`src/rtl/gb_pkg.sv`:
```
// ----------------------------------------------------------------------------
// gb_pkg
// Shared types and constants for the streaming Gaussian blur.
// ----------------------------------------------------------------------------
package gb_pkg;

   localparam int CH_W       = 8;
   localparam int NUM_CH     = 3;
   localparam int WT_W       = 16;
   localparam int PROD_W     = CH_W + WT_W;
   localparam int CSR_IDX_W  = 3;
   localparam int CSR_DATA_W = 16;
   localparam int WIDTH_REG_W  = 11;
   localparam int HEIGHT_REG_W = 13;
   localparam int MAX_HEIGHT   = 4096;
   localparam int ROW_W        = 12;
   localparam int FRAC_SHIFT   = 32;

   // register indexes
   localparam logic [CSR_IDX_W-1:0] REG_WEIGHT_CENTER = 3'd0;
   localparam logic [CSR_IDX_W-1:0] REG_WEIGHT_ONE    = 3'd1;
   localparam logic [CSR_IDX_W-1:0] REG_WEIGHT_TWO    = 3'd2;
   localparam logic [CSR_IDX_W-1:0] REG_WEIGHT_THREE  = 3'd3;
   localparam logic [CSR_IDX_W-1:0] REG_IMAGE_WIDTH   = 3'd4;
   localparam logic [CSR_IDX_W-1:0] REG_IMAGE_HEIGHT  = 3'd5;

   // reset values
   localparam logic [WT_W-1:0]         RST_WEIGHT_CENTER = 16'd26154;
   localparam logic [WT_W-1:0]         RST_WEIGHT_ONE    = 16'd15862;
   localparam logic [WT_W-1:0]         RST_WEIGHT_TWO    = 16'd3539;
   localparam logic [WT_W-1:0]         RST_WEIGHT_THREE  = 16'd290;
   localparam logic [WIDTH_REG_W-1:0]  RST_IMAGE_WIDTH   = 11'd640;
   localparam logic [HEIGHT_REG_W-1:0] RST_IMAGE_HEIGHT  = 13'd480;

   localparam int MODE_PIXEL = 0;
   localparam int MODE_FLUSH = 1;

   typedef logic [NUM_CH-1:0][CH_W-1:0]   pix_type;
   typedef logic [NUM_CH-1:0][PROD_W-1:0] prod_type;

   typedef struct packed {
      logic shift;
      logic mul;
   } cell_ctrl_type;

endpackage

```
`src/rtl/gb_cell.sv`:
```
// ----------------------------------------------------------------------------
// gb_cell
// One tap of the horizontal chain: holds a pixel, passes it on, weights it.
// ----------------------------------------------------------------------------
module gb_cell (
   input  logic                      clock,
   input  gb_pkg::cell_ctrl_type     ctrl,
   input  gb_pkg::pix_type           pix_in,
   input  logic [gb_pkg::WT_W-1:0]   weight,
   output gb_pkg::pix_type           pix_out,
   output gb_pkg::prod_type          prod
);

   gb_pkg::pix_type  pix_ff;
   gb_pkg::prod_type prod_ff;
   gb_pkg::prod_type prod_in;

   always_comb begin
      for (int ch = 0; ch < gb_pkg::NUM_CH; ch++) begin
         prod_in[ch] = gb_pkg::PROD_W'(weight) * gb_pkg::PROD_W'(pix_ff[ch]);
      end
   end

   always_ff @(posedge clock) begin
      if (ctrl.shift) begin
         pix_ff <= pix_in;
      end
      if (ctrl.mul) begin
         prod_ff <= prod_in;
      end
   end

   assign pix_out = pix_ff;
   assign prod    = prod_ff;

endmodule

```
`config.mk`:
```
export PLATFORM = sky130hd
export DESIGN_NAME = gb_cell
export DESIGN_NICKNAME = d
export VERILOG_FILES = /design/src/rtl/gb_pkg.sv /design/src/rtl/gb_cell.sv
export SDC_FILE = /design/constraint.sdc
export NUM_CORES = 1
export LEC_CHECK = 0
export BUFFER_PORTS_ARGS = -buffer_cell sky130_fd_sc_hd__buf_2
export CAP_MARGIN = 20
export CORE_ASPECT_RATIO = 0.6
export CORE_MARGIN = 3
export CORE_UTILIZATION = 44
export CTS_CLUSTER_DIAMETER = 100
export DETAILED_ROUTE_END_ITERATION = 8
export PLACE_DENSITY = 0.65
export SETUP_SLACK_MARGIN = 0.3
export SLEW_MARGIN = 20
export SYNTH_ARGS = -nofsm -noshare
export SYNTH_HDL_FRONTEND = slang
export SYNTH_SLANG_ARGS = --single-unit
```
`constraint.sdc`:
```
create_clock -name clock -period 6.9 [get_ports clock]
set_input_delay 0.345 -clock clock [delete_from_list [all_inputs] [get_ports clock]]
set_output_delay 0.345 -clock clock [all_outputs]
set_load 0.02 [all_outputs]
```
==> qor.yml, run 1 <==
final.fill_count: 3232
floorplan.rows: 52
final_period_demand_of_the_worst_path_ps: 5550
power.static_leakage_nw: 8.19
global_route.overflow_total: 0
finish.net_count: 2079
placed_cells_incl_taps: 2100
synthesis.area_per_instance_um2: 9.78
relative_contribution_of_combinational_cells_to_total_power_pct: 75.3
finalWirelength_mm: 35.2
synthesis.area_um2: 15300
die_y_um: 150
post_cts_setup_inserts: 0
cts_hold_buffers: 0
worstHoldStart: "pix_in[18]"
clock_tree_from_tritoncts: "built"
holdWs_ps: 133
total_routing_usage_gr_pct: 20.0
setup.worst_path.class: "flip-flop to flip-flop"
setup-tns-final_ps: 0
place_hpwl_mm: 27.0
fin_skew_ps: 11.5
ant_nets: 0
cts-buffers-inserted: 9
cp_launch_point: "pix_out[19]"
worstReg2RegStart: "pix_out[19]"
fin_util_pct: 48.9
grt_antenna_before_repair: 0
max-slew-margin-rel_pct: 32.4
fin_ws_ps: 1350
wire_per_inst_um: 16.6
most-common-layout-cells: "and2_1 (318), inv_1 (311), fa_1 (252), buf_2 (137), ha_1 (132)"
slew_violations: 0
clock_power_share_pct: 7.3
fin_area_um2: 16600
worstSetupStartpointType: "flip-flop"
vdd.ir_drop.worst_uv: 245
antenna_cells: 0
ioPinCount: 139
timing.critical_path.fanout_max: 17
vias: 10800
floorplan.core_area_um2: 34000
grt_start_max_net_pins: 73
overall_power_mw: 6.83
grt_pass1_vias: 11200
finalWeightedCongestion: 0.855
yosysUniqueCellTypes: 55
switchingPower_mw: 3.36
start_util_pct: 45.0
clock_path_buffers: 2
quantity_of_i_o_buffers_inserted_on_ports: 138
finalCritPeriodShare_pct: 80.5
max_clock_freq_mhz: 180
grt_pass1_wl_mm: 58.6
drc: 0
sequentialPowerShare_pct: 17.4
ys_async_sr_fraction_pct: 0
reported_max_cap_violation_count: 0
cp_data_required_time_ps: 7020
hold_path.class: "primary input to flip-flop"
postSynthCellCount: 1564
die_area_um2: 37100
cts_sinks: 96
yosysWarnings: 0
p_per_area_nw_per_um2: 412
firstDrtPassIters: 5
finalHoldViolCount: 0
mostFrequentLayoutCell: "and2_1"
ctsResizeCount: 0
placed_area_um2: 16300
initialDrtViolationCount: 688
final_cells: 2116
flow.area_growth_from_synthesis_pct: 8.54
worst_setup_hold_path_clk_slew_ps: 80
sw_frac_of_total_pct: 49.1
rsz0062_at_grt: "no"
post_drt_via_cell_ratio: 5.11
clock_insertion_delay_worst_skew_ps: 380
synth-seq-cells: 96
synth-edff-count: 96
fp.dieW_um: 247
critPathCaptureType: "flip-flop"
internal_power_mw: 3.47
drive_gt1_share_pct: 9.41
detailedPlace.worstSlack_ps: 1290
mappedNetlistNets: 1991
worst_slew_pin_slew_ps: 1010
synth_ff_type: "edfxtp_1"
sequential_area_share_after_synthesis_pct: 18.9
run_status: "finished, final reports clean"
setup_viol_count_final: 0
worst-endpoint-arrival_ps: 5670
cts_max_level: 3
clock_tree_root: "clkbuf_16"
-- cells by family after synthesis --
group / share of synthesized area (%)
adder cells (fa/ha/maj): 43.8
AND/OR/NAND/NOR: 18.5
flip-flops: 18.9
XOR/XNOR: 2.86
AO/OA/AOI/OAI: 6.75
buffers and inverters: 9.18
-- layer usage --
layer	routed length [um]	vias up	GRT usage, %	part of all wire, %
li1	-	5043	-	-
met1	17500	5511	30.1	50
met2	15600	236	30.5	44
met3	1640	29	3.40	4.6
met4	399	0	3.84	1.1
met5	0	-	0	0
-- worst max-delay path, stage by stage (launching register included) --
cell,delay (ps)
edfxtp_1,670
nand2_1,150
fa_1,540
fa_1,560
inv_1,50
fa_1,470
inv_1,50
fa_1,480
inv_1,40
ha_1,350
a21o_1,210
and4_4,190
o31a_1,310
o21a_1,200
a221o_1,360
nor4bb_1,160
or4_1,490
-- Yosys cell counts, drive strengths merged (3+ instances only) --
master	instances	share of area, %
nand2	97	2.4
a21oi	39	1.3
and2	318	13
a311o	3	0.20
o31ai	6	0.29
or4	3	0.15
nand2b	4	0.16
o2111ai	4	0.23
o21ai	24	0.79
o21bai	10	0.49
a211oi	3	0.15
ha	132	11
o22ai	3	0.12
xnor2	35	2.0
a31oi	10	0.41
a21o	21	1.0
nand4	7	0.29
nor3	10	0.33
fa	252	33
nor2	34	0.83
o21a	7	0.34
xor2	15	0.86
nor4	5	0.20
nor2b	7	0.29
clkbuf	60	1.5
and3	6	0.25
inv	312	7.7
nand3	9	0.29
a21boi	4	0.20
edfxtp	96	19
-- worst paths after layout --
kind | slack, ps | cells past startpoint | end
min reg2reg | 1010 | 1 | prod[48]
max | 1350 | 16 | prod[68]
min | 130 | 1 | pix_out[18]
max reg2reg | 1350 | 16 | prod[68]
-- sequential cells by signal, summed over array words and instances (netlist names) --
| register | count |
|---|---|
| prod | 72 |
| pix_out | 24 |
-- power groups by stage --
stage / Combinational, mW / Clock [mW] / Sequential (mW)
after floorplan: 3.70 / 0 / 1.43
after global placement: 5.01 / 0 / 1.20
after detailed placement: 5.09 / 0 / 1.21
after CTS: 5.14 / 0.521 / 1.19
after global routing: 5.84 / 0.539 / 1.22
final: 5.14 / 0.496 / 1.19
-- layout make-up --
type / instances / area, um^2 / area share [%]
well taps: 459 / 574 / 3.46
clock inverters: 5 / 38.8 / 0.234
multi-input cells: 1095 / 11000 / 66.3
flip-flops and latches: 96 / 2880 / 17.4
inverters: 312 / 1170 / 7.06
clock buffers: 11 / 233 / 1.40
repair buffers: 138 / 693 / 4.18
(Power assumes the default switching activity.)
==> run 2: changes to the inputs <==
--- a/config.mk
+++ b/config.mk
@@ -5,6 +5,7 @@
 export SDC_FILE = /design/constraint.sdc
 export NUM_CORES = 1
 export LEC_CHECK = 0
+export ABC_AREA = 1
 export BUFFER_PORTS_ARGS = -buffer_cell sky130_fd_sc_hd__buf_2
 export CAP_MARGIN = 20
 export CORE_ASPECT_RATIO = 0.6
@@ -12,7 +13,7 @@
 export CORE_UTILIZATION = 44
 export CTS_CLUSTER_DIAMETER = 100
 export DETAILED_ROUTE_END_ITERATION = 8
-export PLACE_DENSITY = 0.65
+export PLACE_DENSITY = 0.67
 export SETUP_SLACK_MARGIN = 0.3
 export SLEW_MARGIN = 20
 export SYNTH_ARGS = -nofsm -noshare
==> constraint.sdc (replaced) <==
create_clock -name clock -period 4.9 [get_ports clock]
set_input_delay 0.245 -clock clock [delete_from_list [all_inputs] [get_ports clock]]
set_output_delay 0.245 -clock clock [all_outputs]
set_load 0.02 [all_outputs]
==> run 2 against run 1 <==
  * Global-route usage increased by 2.0 points
  * Combinational power is 75% higher
  * Synthesized cell count is 46% higher
  * Power increased by 67%
  * Register-to-register slack got worse by 880 ps
  * Clock-buffer cell count shrank 2
  * Flip-flop and latch count did not move
  * Clock skew grew 1.9 ps
  * Via count is 25% higher
  * Highest routed layer is now met5
==> qor.yml, run 2 <==
ys_top_cells_by_area: "fa_1 (30%), edfxtp_1 (17%), inv_1 (16%)"
slew_violations: 0  # unchanged
yosysUniqueCellTypes: 24  # -56%
synthesis.area_per_instance_um2: 7.45  # -24%
cts_max_level: 3  # unchanged
finish.net_count: 2818  # +36%
largest_register_ffs: 72  # unchanged
fin_area_um2: 18800  # +14%
yosysWarnings: 0  # unchanged
most-common-layout-cells: "inv_1 (736), nand2_1 (693), fa_1 (252), buf_2 (137), ha_1 (125)"
quantity_of_i_o_buffers_inserted_on_ports: 138  # unchanged
mostFrequentLayoutCell: "inv_1"
ioPinCount: 139  # unchanged
synth.top_cell.area_share_pct: 29.8  # -3.2 points
finalWirelength_mm: 43.5  # +24%
layout.area.seq_um2: 2880  # unchanged
worstReg2RegStart: "pix_out[2]"
worst_slew_pin_slew_ps: 1020  # +8.83 ps
synth_common_cells: "inv_1 (736), nand2_1 (693), fa_1 (252), ha_1 (132), edfxtp_1 (96)"
postSynthCellCount: 2276  # +46%
cp_data_required_time_ps: 5050  # -1970 ps
clock_insertion_delay_worst_skew_ps: 390  # about the same
finalWeightedCongestion: 0.935  # +9.4%
run_status: "finished, final reports clean"
synth.largest_area_cell: "fa_1"
final.fill_count: 3576  # +11%
vias: 13600  # +25%
die_area_um2: 41000  # +10%
die_y_um: 158  # +5.1%
grt_start_max_net_pins: 73  # unchanged
power.static_leakage_nw: 12.0  # +47%
finalHoldViolCount: 0  # unchanged
critPathCaptureType: "flip-flop"
worst-endpoint-arrival_ps: 4590  # -1080 ps
grt_pass1_wl_mm: 71.3  # +22%
initialDrtViolationCount: 1154  # +68%
reported_max_cap_violation_count: 0  # unchanged
synthesis.area_um2: 16900  # +11%
rsz0062_at_grt: "yes"
ys_async_sr_fraction_pct: 0  # unchanged
setup.worst_path.end: "prod[18]"
clock_tree_from_tritoncts: "built"
cp_launch_point: "pix_out[2]"
final_period_demand_of_the_worst_path_ps: 4430  # -1120 ps
place_hpwl_mm: 35.0  # +30%
sequential_area_share_after_synthesis_pct: 17.0  # -1.8 points
setup.worst_path.class: "flip-flop to flip-flop"
post-synth-top-count-cell: "inv_1"
setup_viol_count_final: 0  # unchanged
finalCritPeriodShare_pct: 90.5  # +10 points
wire_per_inst_um: 15.0  # -9.7%
flow.area_growth_from_synthesis_pct: 11.2
start_util_pct: 45.6  # +0.59 points
clock_path_buffers: 2  # unchanged
timing.reg2reg.worst_path_depth: 17  # +1
grt_pass1_vias: 13900  # +24%
global_route.overflow_total: 0  # unchanged
hold_path.class: "primary input to flip-flop"
floorplan.core_area_um2: 37200  # +9.4%
timing.critical_path.fanout_max: 7  # -10
drive_gt1_share_pct: 11.9  # +2.4 points
floorplan.rows: 54  # +3.8%
ant_nets: 0  # unchanged
fin_skew_ps: 13.4  # +1.90 ps
cts_sinks: 96  # unchanged
synth-seq-cells: 96  # unchanged
cts-buffers-inserted: 9  # unchanged
reg2reg_to: "prod[18]"
max-slew-margin-rel_pct: 31.8  # -0.59 points
synth_ff_type: "edfxtp_1"
grt_antenna_before_repair: 2  # +2
synth-edff-count: 96  # unchanged
vdd.ir_drop.worst_uv: 357  # +46%
area_of_the_multi_input_gates_um2: 11000  # about the same
clock_tree_root: "clkbuf_16"
setup-tns-final_ps: 0  # unchanged
total_routing_usage_gr_pct: 22.0  # +2.0 points
max_clock_freq_mhz: 226  # +25%
placed_area_um2: 18100  # +11%
firstDrtPassIters: 6  # +1
drc: 0  # unchanged
mappedNetlistNets: 2703  # +36%
worstSetupStartpointType: "flip-flop"
r2r_setup_slack_ps: 470  # -880 ps
post_drt_via_cell_ratio: 4.67  # -8.6%
p_per_area_nw_per_um2: 604  # +47%
fp.dieW_um: 259  # +5.2%
worst_setup_hold_path_clk_slew_ps: 80  # about the same
-- run 2: cell types whose count changed after synthesis, sizes merged, moves of 7 or more --
cell	delta
nand2	+621
inv	+429
and2	-312
nand3	+57
nor2	+43
xnor2	-25
a21o	-21
clkbuf	+20
o21ai	-20
a31oi	-10
nor3	+9
nor2b	-7
o21a	-7
-- run 2: worst max-delay path, stage by stage, from the launching register on --
cell	delay (ps)
edfxtp_1	550
buf_12	210
nand2_1	60
inv_1	70
fa_1	500
fa_1	540
fa_1	520
inv_1	50
fa_1	480
inv_1	50
ha_1	360
a21oi_1	280
and2_4	210
nor2_1	40
nor2_1	110
nand2_1	60
nand2_1	50
nand2_1	50
-- run 2: how the worst min path moves through the flow --
| stage | depth (start not counted) | to | startpoint |
|---|---|---|---|
| after floorplan | 0 | pix_out[0] | pix_in[0] |
| after global placement | 1 | pix_out[21] | pix_in[21] |
| after detailed placement | 1 | pix_out[9] | pix_in[9] |
| after CTS | 1 | pix_out[0] | pix_in[0] |
| after global routing | 1 | pix_out[3] | pix_in[3] |
| final | 1 | pix_out[3] | pix_in[3] |
-- run 2: per-stage QoR --
| step | power (mW) | cells | worst slack, ps | utilization (%) | hold slack, ps |
|---|---|---|---|---|---|
| 2_1_floorplan | 8.23 | 2276 | 545 | - | 344 |
| 3_3_place_gp | 10.3 | 2850 | 331 | 48.6 | 422 |
| 3_5_place_dp | 10.5 | 2850 | 251 | 48.6 | 423 |
| 4_1_cts | 11.3 | 2871 | 320 | 49.6 | 6.42 |
| 5_1_grt | 12.6 | 2901 | 264 | 50.7 | 9.82 |
| 6_report | 11.4 | 2901 | 467 | 50.7 | 23.9 |
-- run 2: power by group --
| part | internal [mW] | switching [mW] | total [mW] | leakage [nW] |
|---|---|---|---|---|
| registers | 1.52 | 0.101 | 1.62 | 0.949 |
| logic | 3.18 | 5.81 | 8.99 | 10.9 |
| clock network | 0.362 | 0.407 | 0.769 | 0.146 |
-- run 2: cell families after synthesis --
logic type | synth area share (%)
buf+inv | 18.2
simple gates | 22.0
flops | 17.0
compound gates | 1.78
xor+xnor | 1.55
fa+ha+maj | 39.5
-- run 2: metal layers --
layer	GRT usage, %	vias to the layer above	routed length, um
li1	-	6655	-
met1	32.0	6418	20800
met2	34.1	447	19000
met3	4.72	34	3300
met4	4.45	2	502
met5	0	-	13
-- run 2: repair_timing --
action                                  4_1_cts  5_1_grt
hold buffers                                  0        0
resized for setup                             0        9
cloned                                        0        0
buffers inserted                              5       29
pin swaps                                     0        0
endpoints found under the setup margin        2       43
-- run 2: cell type report --
cell class                 instances  share of cell area (%)
timing repair buffer             184                    6.57
clock inverter                     7                   0.379
inverter                         741                    14.8
tap                              504                    3.35
clock buffer                       9                    1.20
sequential                        96                    15.3
multi-input combinational       1359                    58.4
antenna                            1                  0.0133
